**src/rtl/lfu_pkg.sv**
```systemverilog
`default_nettype none

package lfu_pkg;

    localparam int ADDR_W          = 32;
    localparam int OFFSET_W        = 6;
    localparam int WAY_W           = 4;
    localparam int TOTAL_W         = 32;
    localparam int CFG_W           = 3;
    localparam int CFG_RESET       = 2;
    localparam int MAX_OFFSET_BITS = 6;
    localparam int IN_DATA_W       = 32;
    localparam int OUT_DATA_W      = 80;
    localparam int QUEUE_DEPTH     = 2;
    localparam int QUEUE_PTR_W     = 1;

    typedef struct packed {
        logic [ADDR_W-1:0]   line;
        logic [OFFSET_W-1:0] offset;
    } lfu_req_t;

    typedef struct packed {
        logic [TOTAL_W-1:0]  miss_total;
        logic [TOTAL_W-1:0]  hit_total;
        logic                replaced_valid;
        logic [OFFSET_W-1:0] offset;
        logic [WAY_W-1:0]    way;
        logic                hit;
    } lfu_rsp_t;

    typedef enum logic {
        BACK_LOOKUP,
        BACK_UPDATE
    } lfu_back_state_t;

endpackage

`default_nettype wire

```
**src/rtl/lfu_front.sv**
```systemverilog
`default_nettype none

module lfu_front
    import lfu_pkg::*;
(
    input  wire logic                 clk,
    input  wire logic                 rst_n,
    input  wire logic                 cfg_we,
    input  wire logic [CFG_W-1:0]     cfg_wdata,
    input  wire logic                 s_tvalid,
    output logic                      s_tready,
    input  wire logic [IN_DATA_W-1:0] s_tdata,
    output logic                      push_valid,
    input  wire logic                 push_ready,
    output lfu_req_t                  push_req
);

    logic [CFG_W-1:0]  offset_bits_reg;
    logic [CFG_W-1:0]  offset_bits;
    logic [ADDR_W-1:0] low_mask;
    logic [ADDR_W-1:0] addr;

    always_ff @(posedge clk or negedge rst_n)
    begin
        if (!rst_n)
        begin
            offset_bits_reg <= CFG_W'(CFG_RESET);
        end
        else if (cfg_we)
        begin
            offset_bits_reg <= cfg_wdata;
        end
    end

    always_comb
    begin
        addr        = s_tdata[ADDR_W-1:0];
        offset_bits = (offset_bits_reg > CFG_W'(MAX_OFFSET_BITS)) ?
                      CFG_W'(MAX_OFFSET_BITS) : offset_bits_reg;
        low_mask    = ~({ADDR_W{1'b1}} << offset_bits);
        push_req.line   = addr & ~low_mask;
        push_req.offset = addr[OFFSET_W-1:0] & low_mask[OFFSET_W-1:0];
        push_valid  = s_tvalid;
        s_tready    = push_ready;
    end

endmodule

`default_nettype wire

```
**src/rtl/lfu_queue.sv**
```systemverilog
`default_nettype none

module lfu_queue
    import lfu_pkg::*;
(
    input  wire logic     clk,
    input  wire logic     rst_n,
    input  wire logic     push_valid,
    output logic          push_ready,
    input  wire lfu_req_t push_req,
    output logic          pop_valid,
    input  wire logic     pop_ready,
    output lfu_req_t      pop_req
);

    lfu_req_t                 mem [QUEUE_DEPTH];
    logic [QUEUE_PTR_W-1:0]   wr_ptr_reg;
    logic [QUEUE_PTR_W-1:0]   rd_ptr_reg;
    logic [QUEUE_PTR_W:0]     count_reg;
    logic                     do_push;
    logic                     do_pop;

    always_comb
    begin
        push_ready = (count_reg != (QUEUE_PTR_W+1)'(QUEUE_DEPTH));
        pop_valid  = (count_reg != '0);
        pop_req    = mem[rd_ptr_reg];
        do_push    = push_valid && push_ready;
        do_pop     = pop_valid && pop_ready;
    end

    always_ff @(posedge clk)
    begin
        if (do_push)
        begin
            mem[wr_ptr_reg] <= push_req;
        end
    end

    always_ff @(posedge clk or negedge rst_n)
    begin
        if (!rst_n)
        begin
            wr_ptr_reg <= '0;
            rd_ptr_reg <= '0;
            count_reg  <= '0;
        end
        else
        begin
            if (do_push)
            begin
                wr_ptr_reg <= wr_ptr_reg + 1'b1;
            end
            if (do_pop)
            begin
                rd_ptr_reg <= rd_ptr_reg + 1'b1;
            end
            if (do_push && !do_pop)
            begin
                count_reg <= count_reg + 1'b1;
            end
            else if (!do_push && do_pop)
            begin
                count_reg <= count_reg - 1'b1;
            end
        end
    end

endmodule

`default_nettype wire

```
**src/rtl/lfu_back.sv**
```systemverilog
`default_nettype none

module lfu_back
    import lfu_pkg::*;
#(
    parameter int NUM_WAYS   = 16,
    parameter int COUNT_BITS = 16
)
(
    input  wire logic                  clk,
    input  wire logic                  rst_n,
    input  wire logic                  pop_valid,
    output logic                       pop_ready,
    input  wire lfu_req_t              pop_req,
    output logic                       m_tvalid,
    input  wire logic                  m_tready,
    output logic [OUT_DATA_W-1:0]      m_tdata
);

    localparam int IDX_W      = $clog2(NUM_WAYS);
    localparam int GROUP_SIZE = (NUM_WAYS < 8) ? NUM_WAYS : 8;
    localparam int NUM_GROUPS = (NUM_WAYS + GROUP_SIZE - 1) / GROUP_SIZE;

    lfu_back_state_t          state_reg;
    lfu_back_state_t          state_next;

    logic [NUM_WAYS-1:0]      valid_reg;
    logic [ADDR_W-1:0]        addr_reg [NUM_WAYS];
    logic [COUNT_BITS-1:0]    cnt_reg  [NUM_WAYS];
    logic [TOTAL_W-1:0]       hits_reg;
    logic [TOTAL_W-1:0]       misses_reg;

    lfu_req_t                 req_reg;
    logic                     hit_reg;
    logic [IDX_W-1:0]         hit_idx_reg;
    logic [COUNT_BITS-1:0]    grp_cnt_reg [NUM_GROUPS];
    logic [IDX_W-1:0]         grp_idx_reg [NUM_GROUPS];

    logic                     hit_any;
    logic [IDX_W-1:0]         hit_idx;
    logic [COUNT_BITS-1:0]    grp_cnt [NUM_GROUPS];
    logic [IDX_W-1:0]         grp_idx [NUM_GROUPS];
    logic [COUNT_BITS-1:0]    victim_cnt;
    logic [IDX_W-1:0]         victim;
    logic [IDX_W-1:0]         way_idx;
    logic [WAY_W+IDX_W-1:0]   way_wide;
    logic [TOTAL_W-1:0]       hits_next;
    logic [TOTAL_W-1:0]       misses_next;
    logic                     out_free;
    logic                     commit;
    lfu_rsp_t                 rsp;
    logic                     m_tvalid_reg;
    logic [OUT_DATA_W-1:0]    m_tdata_reg;

    assign m_tvalid = m_tvalid_reg;
    assign m_tdata  = m_tdata_reg;
    assign out_free = !m_tvalid_reg || m_tready;

    always_comb
    begin
        hit_any = 1'b0;
        hit_idx = '0;
        for (int i = NUM_WAYS - 1; i >= 0; i--)
        begin
            if (valid_reg[i] && (addr_reg[i] == pop_req.line))
            begin
                hit_any = 1'b1;
                hit_idx = IDX_W'(i);
            end
        end
        for (int g = 0; g < NUM_GROUPS; g++)
        begin
            grp_cnt[g] = cnt_reg[g*GROUP_SIZE];
            grp_idx[g] = IDX_W'(g*GROUP_SIZE);
            for (int k = 1; k < GROUP_SIZE; k++)
            begin
                if ((g*GROUP_SIZE + k < NUM_WAYS) &&
                    (cnt_reg[g*GROUP_SIZE + k] < grp_cnt[g]))
                begin
                    grp_cnt[g] = cnt_reg[g*GROUP_SIZE + k];
                    grp_idx[g] = IDX_W'(g*GROUP_SIZE + k);
                end
            end
        end
    end

    always_comb
    begin
        victim_cnt = grp_cnt_reg[0];
        victim     = grp_idx_reg[0];
        for (int g = 1; g < NUM_GROUPS; g++)
        begin
            if (grp_cnt_reg[g] < victim_cnt)
            begin
                victim_cnt = grp_cnt_reg[g];
                victim     = grp_idx_reg[g];
            end
        end
        way_idx     = hit_reg ? hit_idx_reg : victim;
        way_wide    = {{WAY_W{1'b0}}, way_idx};
        hits_next   = (hit_reg && (hits_reg != '1)) ? hits_reg + 1'b1 : hits_reg;
        misses_next = (!hit_reg && (misses_reg != '1)) ? misses_reg + 1'b1 : misses_reg;

        rsp.hit            = hit_reg;
        rsp.way            = way_wide[WAY_W-1:0];
        rsp.offset         = req_reg.offset;
        rsp.replaced_valid = !hit_reg && valid_reg[victim];
        rsp.hit_total      = hits_next;
        rsp.miss_total     = misses_next;
    end

    always_comb
    begin
        state_next = state_reg;
        pop_ready  = 1'b0;
        commit     = 1'b0;
        unique case (state_reg)
            BACK_LOOKUP:
            begin
                pop_ready = 1'b1;
                if (pop_valid)
                begin
                    state_next = BACK_UPDATE;
                end
            end
            BACK_UPDATE:
            begin
                if (out_free)
                begin
                    commit     = 1'b1;
                    state_next = BACK_LOOKUP;
                end
            end
            default:
            begin
                state_next = BACK_LOOKUP;
            end
        endcase
    end

    always_ff @(posedge clk or negedge rst_n)
    begin
        if (!rst_n)
        begin
            state_reg <= BACK_LOOKUP;
        end
        else
        begin
            state_reg <= state_next;
        end
    end

    // stage the lookup results
    always_ff @(posedge clk)
    begin
        if (pop_ready && pop_valid)
        begin
            req_reg     <= pop_req;
            hit_reg     <= hit_any;
            hit_idx_reg <= hit_idx;
            grp_cnt_reg <= grp_cnt;
            grp_idx_reg <= grp_idx;
        end
    end

    always_ff @(posedge clk)
    begin
        if (commit && !hit_reg)
        begin
            addr_reg[victim] <= req_reg.line;
        end
    end

    always_ff @(posedge clk or negedge rst_n)
    begin
        if (!rst_n)
        begin
            valid_reg  <= '0;
            hits_reg   <= '0;
            misses_reg <= '0;
            for (int i = 0; i < NUM_WAYS; i++)
            begin
                cnt_reg[i] <= '0;
            end
        end
        else if (commit)
        begin
            hits_reg   <= hits_next;
            misses_reg <= misses_next;
            if (hit_reg)
            begin
                if (cnt_reg[hit_idx_reg] != '1)
                begin
                    cnt_reg[hit_idx_reg] <= cnt_reg[hit_idx_reg] + 1'b1;
                end
            end
            else
            begin
                valid_reg[victim] <= 1'b1;
                cnt_reg[victim]   <= COUNT_BITS'(1);
            end
        end
    end

    always_ff @(posedge clk or negedge rst_n)
    begin
        if (!rst_n)
        begin
            m_tvalid_reg <= 1'b0;
        end
        else if (commit)
        begin
            m_tvalid_reg <= 1'b1;
        end
        else if (m_tready)
        begin
            m_tvalid_reg <= 1'b0;
        end
    end

    always_ff @(posedge clk)
    begin
        if (commit)
        begin
            m_tdata_reg <= OUT_DATA_W'(rsp);
        end
    end

endmodule

`default_nettype wire

```
**src/rtl/lfu_fully_associative_lookup_core.sv**
```systemverilog
`default_nettype none

// Channel   Dir  Beat contents (low bit first)
// s_axis    in   tdata: address[31:0]
// m_axis    out  tdata: hit, way[3:0], offset[5:0], replaced_valid,
//                hit_total[31:0], miss_total[31:0], 4 zero bits
// cfg       in   cfg_wdata: line_offset_bits[2:0], written when cfg_we is high
//
// The back end handles each beat in a lookup step (tag match and first level of the
// least-count search) and then an update step (final search step and way update),
// and takes no new beat until the update is done. A 2-entry queue sits before it.
// rst_n is asynchronous; valid bits, use counts and totals clear at once.
// A stalled output holds the back end in its update step; the queue keeps taking beats until full.

module lfu_fully_associative_lookup_core
    import lfu_pkg::*;
#(
    parameter int NUM_WAYS   = 16,
    parameter int COUNT_BITS = 16
)
(
    input  wire logic                  clk,
    input  wire logic                  rst_n,
    input  wire logic                  cfg_we,
    input  wire logic [CFG_W-1:0]      cfg_wdata,   // line_offset_bits
    input  wire logic                  s_tvalid,
    output logic                       s_tready,
    input  wire logic [IN_DATA_W-1:0]  s_tdata,     // address
    output logic                       m_tvalid,
    input  wire logic                  m_tready,
    output logic [OUT_DATA_W-1:0]      m_tdata      // hit, way, offset, replaced_valid,
                                                    // hit_total, miss_total
);

    logic     push_valid;
    logic     push_ready;
    lfu_req_t push_req;
    logic     pop_valid;
    logic     pop_ready;
    lfu_req_t pop_req;

    lfu_front u_front (
        .clk        (clk),
        .rst_n      (rst_n),
        .cfg_we     (cfg_we),
        .cfg_wdata  (cfg_wdata),
        .s_tvalid   (s_tvalid),
        .s_tready   (s_tready),
        .s_tdata    (s_tdata),
        .push_valid (push_valid),
        .push_ready (push_ready),
        .push_req   (push_req)
    );

    lfu_queue u_queue (
        .clk        (clk),
        .rst_n      (rst_n),
        .push_valid (push_valid),
        .push_ready (push_ready),
        .push_req   (push_req),
        .pop_valid  (pop_valid),
        .pop_ready  (pop_ready),
        .pop_req    (pop_req)
    );

    lfu_back #(
        .NUM_WAYS   (NUM_WAYS),
        .COUNT_BITS (COUNT_BITS)
    ) u_back (
        .clk        (clk),
        .rst_n      (rst_n),
        .pop_valid  (pop_valid),
        .pop_ready  (pop_ready),
        .pop_req    (pop_req),
        .m_tvalid   (m_tvalid),
        .m_tready   (m_tready),
        .m_tdata    (m_tdata)
    );

endmodule

`default_nettype wire

```
**config.mk**
```make
export PLATFORM = sky130hd
export DESIGN_NAME = lfu_fully_associative_lookup_core
export DESIGN_NICKNAME = d
export VERILOG_FILES = /design/src/rtl/lfu_pkg.sv /design/src/rtl/lfu_front.sv /design/src/rtl/lfu_queue.sv /design/src/rtl/lfu_back.sv /design/src/rtl/lfu_fully_associative_lookup_core.sv
export SDC_FILE = /design/constraint.sdc
export NUM_CORES = 2
export LEC_CHECK = 0
export BUFFER_PORTS_ARGS = -buffer_cell sky130_fd_sc_hd__buf_2
export CORE_MARGIN = 2
export CORE_UTILIZATION = 30
export DETAILED_ROUTE_END_ITERATION = 8
export GPL_ROUTABILITY_DRIVEN = 1
export HOLD_SLACK_MARGIN = 0.02
export PLACE_DENSITY = 0.42
export SYNTH_ARGS = -nofsm -noshare
export SYNTH_HDL_FRONTEND = slang
export SYNTH_SLANG_ARGS = --single-unit
```
**constraint.sdc**
```tcl
create_clock -name clk -period 22.6 [get_ports clk]
set_clock_uncertainty 0.1 [all_clocks]
set_input_delay 0 -clock clk [delete_from_list [all_inputs] [get_ports clk]]
set_output_delay 0 -clock clk [all_outputs]
set_load 0.01 [all_outputs]
```
==> qor.csv <==
stage,metric,value,unit
clock_network,cts-buffers-inserted,132,
hold_path,hold_class,input port to flop,
power,leakage,0.02447,uW
placed_design,numPortBuffers,117,
setup_path,cp_slowest_cell,a211o_1,
detailed_routing,postRouteAntennaNets,0,
placed_design,routabilityCongestion,0.8586,
sta,fmax,51.20,MHz
die,initial_core_util,0.3027,
logic_synthesis,ys_types,99,
setup_path,rr_startpoint,u_back.cnt_reg[235],
clock_network,cts_htree_levels,4,
setup_path,r2r_slack,3.07,ns
cells_and_area,fin_nets,4925,
cells_and_area,drive_above_1_share,0.1489,
global_route,grt_pass1_wl,276.2,mm
clock_network,cts.sinks,1090,
power,power_density,148.9,nW/um^2
flow_run,drv_cap,0,
logic_synthesis,synth-edff-count,745,
setup_path,startpoint_type,flop,
logic_synthesis,yosys_register_bits,1090,
cells_and_area,layout_commonest_cell,edfxtp_1,
global_route,first_global_vias,36130,
cells_and_area,syn_to_final_growth,17.31,%
logic_synthesis,synth_cells,4400,
clock_network,clk_latency,0.79,ns
clock_network,clk_pin_slew,0.06,ns
global_route,grt_overflow,0,
logic_synthesis,yosys_warnings,0,
sta,slew_violations,0,
die,die_w,431.5,um
logic_synthesis,synth_area,54820,sq um
setup_path,r2r-end,u_back.grp_cnt_reg[18],
power,ir_drop,0.3699,mV
setup_path,crit_required,22.96,ns
detailed_routing,drt_first_iter_violations,2943,
sta,period_needed,19.53,ns
setup_path,crit_arrival,19.89,ns
detailed_routing,via_count,36420,
detailed_routing,drtPass1Iterations,5,
logic_synthesis,synth-main-ff-cell,edfxtp_1,
sta,tns,0,ns
power,p_int,5390,uW
setup_path,worstSetupPathType,flop to flop,
logic_synthesis,async_flop_share,0.3165,
clock_network,cts_root_buffer,clkbuf_16,
detailed_routing,vias_per_cell,5.089,
clock_network,cts_resized,0,
hold_path,min_path_cells,3,
logic_synthesis,synth-seq-area-share,0.5656,
power,clkPwrFrac,0.218,
setup_path,critical_path.endpoint_type,flop,
placed_design,dp_hpwl,129.2,mm
power,p_comb_frac,0.468,
cells_and_area,final_cell_mix,"edfxtp_1 (745), xor2_1 (387), dfrtp_1 (343)",
hold_path,hp-start,s_tdata[1],
detailed_routing,routed_wl,193.4,mm
sta,slew_headroom,0.1889,
logic_synthesis,yosysTopAreaCellShare,0.4081,
logic_synthesis,post-synth-top-area-cell,edfxtp_1,
sta,rsz0062_at_grt,false,
global_route,grt_max_degree,129,
logic_synthesis,synth_area_leaders,"edfxtp_1 (41%), dfrtp_1 (16%), xor2_1 (6.3%), ha_1 (4.8%), xnor2_1 (4.2%)",
power,power.switching,4188,uW
cells_and_area,largest_reg_flops,512,
hold_path,min_to,u_queue.mem[0][7],
power,p_seq_frac,0.314,
status,status,completed,
setup_path,cp_max_fo,22,
setup_path,slowest_delay,0.79,ns
die,dieHeight,431.5,um
sta,period_share,0.8642,
placed_design,post-place-cells,6829,
detailed_routing,drc,0,
logic_synthesis,avgSynthCellArea,12.46,sq um
clock_network,cts_tree,built,
sta,finalHoldViolations,0,
cells_and_area,instances_no_fill,7156,
global_route,antenna_found_initial,6,
global_route,grt_use_total,0.2065,
sta,finalSetupViolCount,0,
die,die-area,186200,sq um
die,core_area,181100,sq um
clock_network,ctsLongestPathBuffers,3,
die,pin_count,122,
power,swShare,0.4373,
sta,worst_pin_slew,1.217,ns
detailed_routing,wire_per_inst,27.02,um
die,row_count,156,
setup_path,r2r_cells,83,
stage by stage:
| stage | cell area, sq um | util | worst slack [ns] | hold slack [ns] | total power (uW) |
|---|---|---|---|---|---|
| 2_1_floorplan | 54830 | - | 5.893 | -0.3956 | 5931 |
| 3_3_place_gp | 59240 | 0.3270 | 3.319 | 0.02581 | 7562 |
| 3_5_place_dp | 59240 | 0.3270 | 3.121 | 0.02715 | 7540 |
| 4_1_cts | 64300 | 0.3550 | 3.042 | 0.04343 | 9681 |
| 5_1_grt | 64310 | 0.3550 | 1.303 | 0.06968 | 10100 |
| 6_report | 64310 | 0.3551 | 3.068 | 0.1012 | 9579 |
cell type report:
| cell class | instances | area (sq um) |
|---|---|---|
| Fill cell | 17720 | 116800 |
| Clock inverter | 64 | 640.6 |
| Multi-Input combinational cell | 2889 | 22880 |
| Clock buffer | 178 | 3597 |
| Inverter | 255 | 962.2 |
| Sequential cell | 1090 | 31010 |
| Timing Repair Buffer | 306 | 2247 |
| Antenna cell | 4 | 10.01 |
| Tap cell | 2370 | 2965 |
cells by family after synthesis:
kind of cell | share of synthesized area
AOI/OAI and AO/OA | 0.08481
muxes | 0.07082
and+or+nand+nor | 0.09446
other | 0.00006840
adders and majority gates | 0.04907
DFF | 0.5656
xor gates and xnor gates | 0.1048
buffers and inverters | 0.03040
critical path, delay by kind of cell, from the launching register on:
kind,cells,cell delay [ns]
compound gates,44,9.15
mux,6,2.10
simple gates,19,4.15
fa+ha+maj,7,1.95
flops,1,0.41
buf+inv,7,1.31
how the worst max path moves through the flow:
stage                              from                endpoint  slack [ns]  cells after the start
floorplan           u_back.cnt_reg[231]  u_back.grp_cnt_reg[22]        5.89                     90
global placement    u_back.cnt_reg[235]  u_back.grp_cnt_reg[25]        3.32                     83
detailed placement  u_back.cnt_reg[235]  u_back.grp_cnt_reg[18]        3.12                     83
CTS                 u_back.cnt_reg[235]  u_back.grp_cnt_reg[18]        3.04                     83
global route        u_back.cnt_reg[249]  u_back.grp_cnt_reg[25]        1.30                     85
finish              u_back.cnt_reg[235]  u_back.grp_cnt_reg[18]        3.07                     83
Yosys cell counts (all sizes together), types with 83 or more instances:
cell type and instances:
nor2 203, a21oi 135, inv 254, o21ai 233, xnor2 264, mux2i 116, clkbuf 124, xor2 392
dfrtp 344, mux4 83, edfxtp 745, ha 211, nand2 330, nand4 145
power by group through the flow:
| stage | logic (uW) | registers [uW] | clock network (uW) |
|---|---|---|---|
| final | 4480 | 3010 | 2090 |
| after global routing | 4840 | 3040 | 2220 |
| after CTS | 4520 | 3020 | 2140 |
| after detailed placement | 4480 | 3060 | 0 |
| after global placement | 4510 | 3050 | 0 |
| after floorplan | 3070 | 2860 | 0 |
metal layers:
| metal | vias up | track usage | routed length (um) |
|---|---|---|---|
| li1 | 16620 | - | - |
| met4 | 4 | 0.04591 | 3807 |
| met2 | 894 | 0.3430 | 93090 |
| met1 | 18710 | 0.2837 | 87650 |
| met3 | 185 | 0.03137 | 8799 |
| met5 | - | 0.0007806 | 21 |
timing repair:
action / in CTS / in global routing
hold buffers: 81 / 0
hold endpoints to repair: 386 / 0
setup endpoints to repair: 0 / 0
setup buffers: 0 / 0
No activity file was read; power rests on OpenSTA's default activity.
